**config.mk**
```make
export PLATFORM = sky130hd
export DESIGN_NAME = dual_bridge_phase_shift_pwm
export DESIGN_NICKNAME = d
export VERILOG_FILES = /design/src/rtl/dbps_pkg.sv /design/src/rtl/dbps_carrier.sv /design/src/rtl/dbps_modulator.sv /design/src/rtl/dbps_deadtime.sv /design/src/rtl/dual_bridge_phase_shift_pwm.sv
export VERILOG_INCLUDE_DIRS = /design/src /design/src/rtl
export SDC_FILE = /design/constraint.sdc
export NUM_CORES = 2
export LEC_CHECK = 0
export ABC_CLOCK_PERIOD_IN_PS = 25700
export BUFFER_PORTS_ARGS = -buffer_cell sky130_fd_sc_hd__buf_2
export CORE_MARGIN = 5
export CORE_UTILIZATION = 65
export CTS_CLUSTER_SIZE = 30
export DETAILED_ROUTE_END_ITERATION = 10
export PLACE_DENSITY = 0.91
export SYNTH_ARGS = -nofsm -noshare
export SYNTH_HDL_FRONTEND = slang
export SYNTH_SLANG_ARGS = --single-unit
```
**constraint.sdc**
```tcl
create_clock -name clk_i -period 25.7 [get_ports clk_i]
set_input_delay 1.285 -clock clk_i [delete_from_list [all_inputs] [get_ports clk_i]]
set_output_delay 1.285 -clock clk_i [all_outputs]
set_load 0.005 [all_outputs]
```
**src/rtl/assert_macros.svh**
```systemverilog
// Assertion macros shared by the RTL of the phase-shift PWM block.
// No dependencies; define ASSERT_OFF to compile every check away.
`ifndef ASSERT_MACROS_SVH
`define ASSERT_MACROS_SVH
`ifndef ASSERT_OFF
// Check an implication on every rising clock edge, off while reset is low.
`define ASSERT_CLK(label, clk, rst_n, prop, msg) \
  label: assert property (@(posedge clk) disable iff (!rst_n) (prop)) else $error(msg);
// Check that a condition never holds at a rising clock edge out of reset.
`define ASSERT_NEVER(label, clk, rst_n, cond, msg) \
  label: assert property (@(posedge clk) disable iff (!rst_n) !(cond)) else $error(msg);
`else
`define ASSERT_CLK(label, clk, rst_n, prop, msg)
`define ASSERT_NEVER(label, clk, rst_n, cond, msg)
`endif
`endif

```
**src/rtl/dbps_pkg.sv**
```systemverilog
// Shared constants, register codes and payload types of the dual-bridge
// phase-shift PWM block. No dependencies.
package dbps_pkg;

  localparam int COUNT_WIDTH     = 16;
  localparam int RATIO_FRAC_BITS = 15;
  localparam int FRAC_WIDTH      = RATIO_FRAC_BITS + 1;
  localparam int PHASE_WIDTH     = COUNT_WIDTH + 1;
  localparam int X_WIDTH         = RATIO_FRAC_BITS + 2;
  localparam int PROD_WIDTH      = X_WIDTH + COUNT_WIDTH;
  localparam int DEAD_WIDTH      = 10;
  localparam int CFG_DATA_WIDTH  = 16;
  localparam int NUM_LEGS        = 4;

  localparam logic [FRAC_WIDTH-1:0]  RATIO_ONE         = FRAC_WIDTH'(1) << RATIO_FRAC_BITS;
  localparam logic [COUNT_WIDTH-1:0] HALF_PERIOD_RESET = COUNT_WIDTH'(5000);

  // Leg order inside the raw and gate vectors.
  localparam int LEG_PRI_A = 0;
  localparam int LEG_PRI_B = 1;
  localparam int LEG_SEC_A = 2;
  localparam int LEG_SEC_B = 3;

  typedef enum logic [0:0] {
    CFG_HALF_PERIOD = 1'b0,
    CFG_DEAD_TICKS  = 1'b1
  } cfg_idx_e;

  typedef struct packed {
    logic [FRAC_WIDTH-1:0] d1_frac;
    logic [FRAC_WIDTH-1:0] d2_frac;
  } pwm_req_t;

  typedef struct packed {
    logic                   pri_a_hi;
    logic                   pri_a_lo;
    logic                   pri_b_hi;
    logic                   pri_b_lo;
    logic                   sec_a_hi;
    logic                   sec_a_lo;
    logic                   sec_b_hi;
    logic                   sec_b_lo;
    logic [COUNT_WIDTH-1:0] carrier_level;
  } pwm_res_t;

  // Contents of the input register: one tick with its carrier value.
  typedef struct packed {
    logic [COUNT_WIDTH-1:0] carrier;
    logic [FRAC_WIDTH-1:0]  d1_frac;
    logic [FRAC_WIDTH-1:0]  d2_frac;
  } tick_t;

endpackage

```
**src/rtl/dbps_carrier.sv**
```systemverilog
// Phase counter and triangle carrier of the phase-shift PWM block.
// Depends on dbps_pkg.
module dbps_carrier
  import dbps_pkg::*;
(
  input  logic                   clk_i,
  input  logic                   rst_ni,
  input  logic                   advance_i,
  input  logic [COUNT_WIDTH-1:0] half_period_i,
  output logic [COUNT_WIDTH-1:0] carrier_o,
  output logic [PHASE_WIDTH-1:0] phase_o
);

  logic [PHASE_WIDTH-1:0] phase_q, phase_d;
  logic [PHASE_WIDTH-1:0] period;
  logic [PHASE_WIDTH:0]   phase_inc;

  assign period    = {half_period_i, 1'b0};
  assign phase_inc = {1'b0, phase_q} + (PHASE_WIDTH+1)'(1);

  always_comb begin
    if (phase_q < {1'b0, half_period_i}) begin
      carrier_o = phase_q[COUNT_WIDTH-1:0];
    end else if (phase_q < period) begin
      carrier_o = COUNT_WIDTH'(period - phase_q);
    end else begin
      // counter left beyond a shortened period: read zero, wrap next
      carrier_o = '0;
    end
  end

  always_comb begin
    phase_d = phase_q;
    if (advance_i) begin
      if (phase_inc >= {1'b0, period}) begin
        phase_d = '0;
      end else begin
        phase_d = phase_inc[PHASE_WIDTH-1:0];
      end
    end
  end

  always_ff @(posedge clk_i or negedge rst_ni) begin
    if (!rst_ni) begin
      phase_q <= '0;
    end else begin
      phase_q <= phase_d;
    end
  end

  assign phase_o = phase_q;

endmodule

```
**src/rtl/dbps_modulator.sv**
```systemverilog
// Modulation levels and carrier compare: four raw legs from one tick.
// Depends on dbps_pkg.
module dbps_modulator
  import dbps_pkg::*;
(
  input  tick_t                  tick_i,
  input  logic [COUNT_WIDTH-1:0] half_period_i,
  output logic [NUM_LEGS-1:0]    raw_o
);

  logic [FRAC_WIDTH-1:0] d1_sat, d2_sat;
  logic [X_WIDTH-1:0]    x_lvl [3];
  logic [PROD_WIDTH-1:0] lhs, half, prod, diff;

  // Clamp ratios to 1.0.
  assign d1_sat = (tick_i.d1_frac > RATIO_ONE) ? RATIO_ONE : tick_i.d1_frac;
  assign d2_sat = (tick_i.d2_frac > RATIO_ONE) ? RATIO_ONE : tick_i.d2_frac;

  assign x_lvl[0] = X_WIDTH'(RATIO_ONE) + X_WIDTH'(d1_sat);
  assign x_lvl[1] = X_WIDTH'(d2_sat);
  assign x_lvl[2] = X_WIDTH'(RATIO_ONE) + X_WIDTH'(d1_sat) + X_WIDTH'(d2_sat);

  // Both sides scaled by 2*F*H, so the compare is exact.
  assign lhs  = PROD_WIDTH'(tick_i.carrier) << (RATIO_FRAC_BITS + 1);
  assign half = PROD_WIDTH'(half_period_i) << RATIO_FRAC_BITS;

  always_comb begin
    raw_o            = '0;
    raw_o[LEG_PRI_A] = (lhs >= half);
    prod = '0;
    diff = '0;
    for (int i = 0; i < 3; i++) begin
      prod = PROD_WIDTH'(x_lvl[i]) * PROD_WIDTH'(half_period_i);
      diff = (prod >= lhs) ? (prod - lhs) : (lhs - prod);
      raw_o[i+1] = (diff >= half);
    end
  end

endmodule

```
**src/rtl/dbps_deadtime.sv**
```systemverilog
// Rising-edge dead time for the four legs: delay turn-on, drop at once.
// Depends on dbps_pkg.
module dbps_deadtime
  import dbps_pkg::*;
(
  input  logic                  clk_i,
  input  logic                  rst_ni,
  input  logic                  advance_i,
  input  logic [NUM_LEGS-1:0]   raw_i,
  input  logic [DEAD_WIDTH-1:0] dead_ticks_i,
  output logic [NUM_LEGS-1:0]   gate_o
);

  logic [DEAD_WIDTH-1:0] delay_q [NUM_LEGS];
  logic [DEAD_WIDTH-1:0] delay_d [NUM_LEGS];

  always_comb begin
    for (int i = 0; i < NUM_LEGS; i++) begin
      gate_o[i]  = 1'b0;
      delay_d[i] = '0;
      if (raw_i[i]) begin
        if (delay_q[i] >= dead_ticks_i) begin
          gate_o[i]  = 1'b1;
          delay_d[i] = delay_q[i];
        end else begin
          delay_d[i] = delay_q[i] + DEAD_WIDTH'(1);
        end
      end
    end
  end

  always_ff @(posedge clk_i or negedge rst_ni) begin
    if (!rst_ni) begin
      for (int i = 0; i < NUM_LEGS; i++) begin
        delay_q[i] <= '0;
      end
    end else if (advance_i) begin
      for (int i = 0; i < NUM_LEGS; i++) begin
        delay_q[i] <= delay_d[i];
      end
    end
  end

endmodule

```
**src/rtl/dual_bridge_phase_shift_pwm.sv**
```systemverilog
// Phase-shift PWM generator for a dual active bridge. Every request is one
// tick of the PWM time base and carries the two phase-shift ratios D1 and D2
// (unsigned Q1.15, values above 1.0 clamp to 1.0). Each tick gives one result:
// the eight gate drives of both bridges and the triangle carrier value used.
// The block takes one request per clock unless both registers hold work
// and the result is not taken. A tick's result is loaded into the result
// register as the tick leaves the input register. The rate is set by the
// single compute pass between the two, where three 17x16 multiplies and
// their compares work in parallel. While the input register is empty, a
// stalled result does not stop the next request from entering it. half_period
// (register 0, reset 5000) sets the rising half of the carrier; dead_ticks
// (register 1, reset 0) delays every rising upper-gate edge by that many ticks.
// Write the registers only while no request is in flight. Lower gates are
// always the inverse of their upper gates.
// Depends on dbps_pkg, dbps_carrier, dbps_modulator, dbps_deadtime and
// assert_macros.svh.
`include "assert_macros.svh"

module dual_bridge_phase_shift_pwm
  import dbps_pkg::*;
(
  input  logic                      clk_i,
  input  logic                      rst_ni,
  input  logic                      in_valid_i,
  output logic                      in_ready_o,
  input  pwm_req_t                  in_data_i,
  output logic                      out_valid_o,
  input  logic                      out_ready_i,
  output pwm_res_t                  out_data_o,
  input  logic                      cfg_valid_i,
  output logic                      cfg_ready_o,
  input  cfg_idx_e                  cfg_index_i,
  input  logic [CFG_DATA_WIDTH-1:0] cfg_data_i
);

  // Configuration registers.
  logic [COUNT_WIDTH-1:0] half_period_q;
  logic [DEAD_WIDTH-1:0]  dead_ticks_q;

  // Pipeline control.
  logic                   in_fire;
  logic                   s1_valid_q;
  logic                   s1_adv;
  logic                   s1_move;
  logic                   out_valid_q;
  tick_t                  s1_q;
  pwm_res_t               out_q, out_d;

  logic [COUNT_WIDTH-1:0] carrier;
  logic [PHASE_WIDTH-1:0] phase;
  logic [NUM_LEGS-1:0]    raw;
  logic [NUM_LEGS-1:0]    gate;

  // Configuration writes are always taken.
  assign cfg_ready_o = 1'b1;

  always_ff @(posedge clk_i or negedge rst_ni) begin
    if (!rst_ni) begin
      half_period_q <= HALF_PERIOD_RESET;
      dead_ticks_q  <= '0;
    end else if (cfg_valid_i) begin
      unique case (cfg_index_i)
        CFG_HALF_PERIOD: half_period_q <= cfg_data_i[COUNT_WIDTH-1:0];
        CFG_DEAD_TICKS:  dead_ticks_q  <= cfg_data_i[DEAD_WIDTH-1:0];
      endcase
    end
  end

  // Advance the input register whenever the result register is free or
  // being drained; accept a request whenever the input register can move.
  assign s1_adv     = !out_valid_q || out_ready_i;
  assign s1_move    = s1_valid_q && s1_adv;
  assign in_ready_o = !s1_valid_q || s1_adv;
  assign in_fire    = in_valid_i && in_ready_o;

  // Carrier value belongs to the tick of the accepted request.
  dbps_carrier u_carrier (
    .clk_i         (clk_i),
    .rst_ni        (rst_ni),
    .advance_i     (in_fire),
    .half_period_i (half_period_q),
    .carrier_o     (carrier),
    .phase_o       (phase)
  );

  always_ff @(posedge clk_i or negedge rst_ni) begin
    if (!rst_ni) begin
      s1_valid_q <= 1'b0;
    end else if (in_fire) begin
      s1_valid_q <= 1'b1;
    end else if (s1_adv) begin
      s1_valid_q <= 1'b0;
    end
  end

  always_ff @(posedge clk_i) begin
    if (in_fire) begin
      s1_q.carrier <= carrier;
      s1_q.d1_frac <= in_data_i.d1_frac;
      s1_q.d2_frac <= in_data_i.d2_frac;
    end
  end

  // Single compute pass: compare levels against the carrier, then dead time.
  dbps_modulator u_modulator (
    .tick_i        (s1_q),
    .half_period_i (half_period_q),
    .raw_o         (raw)
  );

  dbps_deadtime u_deadtime (
    .clk_i        (clk_i),
    .rst_ni       (rst_ni),
    .advance_i    (s1_move),
    .raw_i        (raw),
    .dead_ticks_i (dead_ticks_q),
    .gate_o       (gate)
  );

  always_comb begin
    out_d.pri_a_hi      = gate[LEG_PRI_A];
    out_d.pri_a_lo      = !gate[LEG_PRI_A];
    out_d.pri_b_hi      = gate[LEG_PRI_B];
    out_d.pri_b_lo      = !gate[LEG_PRI_B];
    out_d.sec_a_hi      = gate[LEG_SEC_A];
    out_d.sec_a_lo      = !gate[LEG_SEC_A];
    out_d.sec_b_hi      = gate[LEG_SEC_B];
    out_d.sec_b_lo      = !gate[LEG_SEC_B];
    out_d.carrier_level = s1_q.carrier;
  end

  // Result register: load on a move, drop once taken.
  always_ff @(posedge clk_i or negedge rst_ni) begin
    if (!rst_ni) begin
      out_valid_q <= 1'b0;
    end else if (s1_move) begin
      out_valid_q <= 1'b1;
    end else if (out_ready_i) begin
      out_valid_q <= 1'b0;
    end
  end

  always_ff @(posedge clk_i) begin
    if (s1_move) begin
      out_q <= out_d;
    end
  end

  assign out_valid_o = out_valid_q;
  assign out_data_o  = out_q;

  // Back-pressure only when both registers hold work.
  `ASSERT_CLK(a_ready_only_when_full, clk_i, rst_ni,
              !in_ready_o |-> (s1_valid_q && out_valid_q), "ready low with room")
  // A tick leaving the input register always lands in the result register.
  `ASSERT_CLK(a_move_lands, clk_i, rst_ni,
              s1_move |=> out_valid_q, "tick lost between stages")
  // The phase counter steps once per accepted request, else holds.
  `ASSERT_CLK(a_phase_step, clk_i, rst_ni,
              in_fire |=> (phase == $past(phase) + PHASE_WIDTH'(1)) || (phase == '0),
              "phase counter did not step")
  `ASSERT_CLK(a_phase_hold, clk_i, rst_ni,
              !in_fire |=> $stable(phase), "phase counter moved without request")

endmodule
```
; ---- Word-level counts from Yosys, hierarchy flattened
; Index checks and enable logic that the tools add are counted.
[classes]
addsub = 14
n_mul = 3
n_lt_le_gt_ge = 16
n_eq_ne = 4
n_mux = 28
bitwise = 1
n_reduce_logical = 18
[ops]
columns = op, count
row1 = 33-bit by 31-bit greater-or-equal comparator with 1-bit output, 3
row2 = 33-bit by 32-bit greater-or-equal comparator with 1-bit output, 3
row3 = 33-bit two-way mux, 3
row4 = 32-bit by 33-bit subtractor with 33-bit output, 3
row5 = 33-bit by 32-bit subtractor with 33-bit output, 3
row6 = 10-bit two-way mux, 8
row7 = 17-bit by 16-bit multiplier with 33-bit output, 2
row8 = 16-bit two-way mux, 4
row9 = "10-bit by 1-bit adder with 10-bit output, second input constant", 4
row10 = 10-bit greater-or-equal comparator, 4
row11 = 32-bit by 31-bit greater-or-equal comparator with 1-bit output, 1
row12 = "16-bit > comparator, second input constant", 2
row13 = 16-bit by 16-bit multiplier with 32-bit output, 1
row14 = "17-bit by 1-bit adder with 18-bit output, second input constant", 1
row15 = 18-bit by 17-bit greater-or-equal comparator with 1-bit output, 1
row16 = "16-bit by 16-bit adder with 17-bit output, first input constant", 1
row17 = 17-bit by 16-bit adder with 17-bit output, 1
row18 = 17-bit by 16-bit less-than comparator with 1-bit output, 1
row19 = 17-bit less-than comparator, 1
row20 = 17-bit two-way mux, 1
row21 = 16-bit subtractor, 1
row22 = 1-bit two-way mux, 12
row23 = 2-bit AND reduction, 6
row24 = "2-bit != test, second input constant", 4
row25 = 5 further kinds, 13
[word_totals]
regBits = 157
inputBits = 54
elab_cells = 105

; ---- Logic depth before layout (Yosys ltp)
[logic_depth]
depth_word = 10
mapped_depth = 69
mapped_depth_nobuf = 64

; ---- By module
; From an unflattened synthesis, not the netlist that was laid out.
[unflattened]
hier_cells = 5261
hier_area_um2 = 44576.5
[modules_own_cells]
columns = mod, n_inst, cells_per_inst, area_per_inst_um2
row1 = dbps_modulator, 1, 4367, 35004.8
row2 = dual_bridge_phase_shift_pwm, 1, 142, 3315.7
row3 = dbps_deadtime, 1, 377, 3229.3
row4 = dbps_carrier, 1, 375, 3026.7

; ---- Worst setup path before layout
; OpenSTA, ideal clock, no wires.
[synth_timing]
path_type = register -> register
start = reg s1_q[19] (netlist bit)
end = reg u_deadtime.delay_q[2] (netlist bit)
setup_time_ps = 136
t_arrival_ps = 14328
path_slack_ps = 11236
path_stages_with_launch = 67
path_buffers = 7
synth_period_minus_slack_ps = 14464
path_cell_list = edfxtp_1 > nor4_1 > a41o_1 > and2_1 > clkbuf_1 > inv_1 > clkbuf_1 > fa_1 > nor2b_1 > o21ai_0 > a21boi_0 > o21ai_0 > a21boi_0 > o21ai_0 > a21boi_0 > o21ai_0 > and2_1 > xnor2_1 > [... 31 more ...] > buf_4 > clkbuf_1 > a211oi_1 > a31oi_1 > xor2_1 > ha_1 > a21o_1 > a21oi_1 > nor2_1 > a2111oi_0 > o21ai_0 > a21o_1 > a21o_1 > a31oi_1 > o211a_1 > and2_1 > clkbuf_1 > o21ai_0
[synth_via]
elab_chain_cells = 10
word_cells_on_any_way = 13
classes_between = 4 x add/sub / 1 x mul / 3 x order compare / 1 x eq/ne / 3 x mux / 1 x reduce/logical
[synth_lines]
columns = item, line
row1 = start: declaration, dual_bridge_phase_shift_pwm.sv:46  ; tick_t s1_q;
row2 = 16-bit > comparator, dbps_modulator.sv:16  ; assign d1_sat = (tick_i.d1_frac > RATIO_ONE) ? RATIO_ONE : tick_i.d1_frac;
row3 = 16-bit two-way mux (*), dbps_modulator.sv:16
row4 = 16-bit by 16-bit adder with 17-bit output (*), dbps_modulator.sv:21  ; assign x_lvl[2] = X_WIDTH'(RATIO_ONE) + X_WIDTH'(d1_sat) + X_WIDTH'(d2_sat);
row5 = 17-bit by 16-bit adder with 17-bit output (*), dbps_modulator.sv:21
row6 = 17-bit by 16-bit multiplier with 33-bit output (*), dbps_modulator.sv:33  ; prod = PROD_WIDTH'(x_lvl[i]) * PROD_WIDTH'(half_period_i);
row7 = "32-bit by 33-bit subtractor with 33-bit output, or another cell as far along", dbps_modulator.sv:34  ; diff = (prod >= lhs) ? (prod - lhs) : (lhs - prod);
row8 = 33-bit two-way mux (*), dbps_modulator.sv:34
row9 = 33-bit by 31-bit greater-or-equal comparator with 1-bit output (*), dbps_modulator.sv:35  ; raw_o[i+1] = (diff >= half);
row10 = 2-bit != test (no line), -
row11 = 2-bit AND reduction (no line), -
row12 = end signal: indexed assignment, dbps_deadtime.sv:39  ; delay_q[i] <= delay_d[i];
row13 = end: declaration, dbps_deadtime.sv:14  ; logic [DEAD_WIDTH-1:0] delay_q [NUM_LEGS];
; Every way passes the cells marked *; elsewhere a longest branch is shown, timed or not.
; A chain may end at the register's enable or synchronous reset.

; ---- Worst setup path in the final report
[layout_timing]
start = reg s1_q[31] (netlist bit)
end = reg u_deadtime.delay_q[7] (netlist bit)
; Same word-level chain as after synthesis.

==> impl_metrics.csv <==
group,metric,value,unit
grt,grt_overflow,0,
synth,ys_seq_area_share,9.98,%
clock_network,tritoncts,"done",
setup_path,critPathMaxFanout,33,
sta,worst_slack,8.62,ns
sta,slew_headroom,16.7,%
clock_network,clockBufferDepth,2,
clock_network,post_cts.repair.setup_buffers,0,
placement,dp_hpwl,102000,um
clock_network,cts_hold_buf,0,
cells_and_area,area_growth,4.59,%
sta,finalSetupTns,0,ns
clock_network,cts_resized,0,
sta,skew,0.0189,ns
min_path,hold_path_class,"register to register",
setup_path,cp-start-kind,"register",
setup_path,worstPathArrival,17.42,ns
setup_path,end_kind,"register",
synth,synth_flop_cell,"dfrtp_1",
setup_path,cp_slowest_stage_delay,0.77,ns
floorplan,die_h,267,um
synth,synthCells,5037,
status,status,"completed",
floorplan,dieArea,71400,um^2
sta,final.period_utilization,66.5,%
sta,hold_ws,0.514,ns
cells_and_area,final_common_cell,"inv_1",
grt,grt_max_degree,72,
sta,clock.fmax,58.5,MHz
setup_path,path_common_cell,"o21ai_0",
grt,grt_pass1_wl,209000,um
synth,synth_edf_count,72,
sta,worst_pin_slew,1.25,ns
flow_run,drv_cap,0,
clock_network,path_clk_slew,0.08,ns
setup_path,crit_required,26.04,ns
floorplan,ios,81,
placement,dpl_worst_slack,8.97,ns
grt,grtUsageTotal,37.2,%
routing,drt_iter0_drc,3849,
floorplan,rows,94,
setup_path,worst-setup-path-type,"register to register",
synth,synth_cell_type_count,93,
routing,ant_nets,0,
cells_and_area,nFillCells,4953,
synth,synth_seq_cells,157,
sta,rsz0062_at_grt,"no",
sta,finalMaxSlewViolations,0,
setup_path,critPathSlowestCell,"or3_1",
routing,viasPerCell,6.36,
grt,antenna_found_initial,3,
floorplan,chipWidth,267,um
cells_and_area,fin_nets,6260,
synth,synth.avg_cell_area,8.54,um^2
routing,drt_wl_total,132000,um
floorplan,initial_core_util,65.4,%
synth,asyncSetResetFlopFracSynth,54.1,%
placement,gp_congestion,1.02,
synth,synth_area,43000,um^2
sta,finalCriticalPeriod,17.08,ns
cells_and_area,drive_gt1_share,5.38,%
sta,setup_viol,0,
routing,wire_per_inst,22.5,um
synth,yosysTopAreaCellShare,28.7,%
grt,grt_pass1_vias,38900,
cells_and_area,layout_common_cells,"871 x inv_1, 669 x nand2_1, 616 x fa_1",
placement,io_buffers,79,
floorplan,core,65700,um^2
routing,vias,37400,
routing,drc,0,
routing,drt_pass1_iterations,8,
clock_network,clk_latency,0.47,ns
sta,hold_viol,0,
synth,synth_top_area_cell,"fa_1",
clock_network,cts_inserted_buffers,17,
clock_network,root_buffer,"clkbuf_16",
clock_network,htreeDepth,4,
synth,yosys_warnings,0,
synth,synth_area_leaders,"fa_1 29%, ha_1 17%, inv_1 7.6%",
clock_network,cts.sinks,157,
-- worst paths after layout --
kind | start | to | slack, ns | cells past startpoint
max reg2reg | s1_q[31] | u_deadtime.delay_q[7] | 8.62 | 61
min in group asynchronous | rst_ni | u_carrier.phase_o[14] | 0.68 | 1
max | s1_q[31] | u_deadtime.delay_q[7] | 8.62 | 61
max in group asynchronous | rst_ni | half_period_q[4] | 23.82 | 2
min | dead_ticks_q[8] | dead_ticks_q[8] | 0.51 | 1
min reg2reg | dead_ticks_q[8] | dead_ticks_q[8] | 0.51 | 1
-- final cells by class --
cell class | count | area, um^2 | area share, %
Tap cell | 864 | 1080 | 2.40
Multi-Input combinational cell | 3787 | 34600 | 77.0
Timing Repair Buffer | 165 | 1040 | 2.32
Inverter | 876 | 3290 | 7.31
Clock buffer | 17 | 425 | 0.945
Antenna cell | 3 | 7.51 | 0.0167
Sequential cell | 157 | 4300 | 9.56
Clock inverter | 15 | 209 | 0.464
-- routing by layer --
layer,wire length [um],up-vias,global-route usage (%)
met5,18,-,0
met4,9710,4,21.6
met3,15500,685,8.56
met2,58100,2346,57.8
met1,49000,18100,48.1
li1,-,16300,-
-- cells in the mapped netlist (all sizes together), types with 10 or more instances --
cell / count
inv: 872
nand2: 670
fa: 616
ha: 586
and2: 232
a21oi: 214
clkbuf: 208
nor2: 180
o21ai: 164
a21o: 151
xnor2: 114
dfrtp: 80
edfxtp: 72
nor2b: 66
nor3: 62
xor2: 61
nand3: 59
and3: 48
nand4: 45
o21a: 44
nand2b: 42
or3: 34
mux2i: 33
o21bai: 32
a211oi: 24
o211ai: 24
o22ai: 24
a31oi: 21
mux2: 18
nor4: 18
a21boi: 16
o41ai: 15
or2: 15
a2111oi: 14
o31ai: 14
buf: 12
o311ai: 11
or4: 11
a221oi: 10
-- flip-flops by register name, indices dropped and copies added, names as in the netlist --
signal	cells
out_d	16
half_period_q	16
s1_valid_q	1
dead_ticks_q	10
u_deadtime.delay_q	40
out_valid_o	1
out_data_o	24
s1_q	32
u_carrier.phase_o	17
-- per-stage QoR --
step                      cells  cell area (um^2)  util, %
after detailed placement   5849             44400     67.5
final                      5884             45000     68.5
after global routing       5881             45000     68.4
after CTS                  5881             45000     68.4
after global placement     5849             44400     67.5
after floorplan            5040             43000        -
-- logic make-up after synthesis --
logic type                 Yosys count  share of synthesized area, %
other                                2                        0.0175
buffers and inverters             1096                          9.62
xor gates and xnor gates           175                          3.56
and+or+nand+nor                   1506                          16.8
AOI/OAI and AO/OA                  848                          13.1
muxes                               51                          1.24
DFF                                157                          9.98
adders and majority gates         1202                          45.7
-- critical path: cells and delay by family (launching register included) --
family / cells / cell delay (ns)
and+or+nand+nor: 9 / 2.29
DFF: 1 / 0.36
xor gates and xnor gates: 2 / 0.33
adders and majority gates: 10 / 4.67
buffers and inverters: 7 / 1.49
AOI/OAI and AO/OA: 33 / 7.74
Power is left out: the tool's default activity adds up to more than one toggle a clock period on the data nets, which glitch-free logic cannot reach.
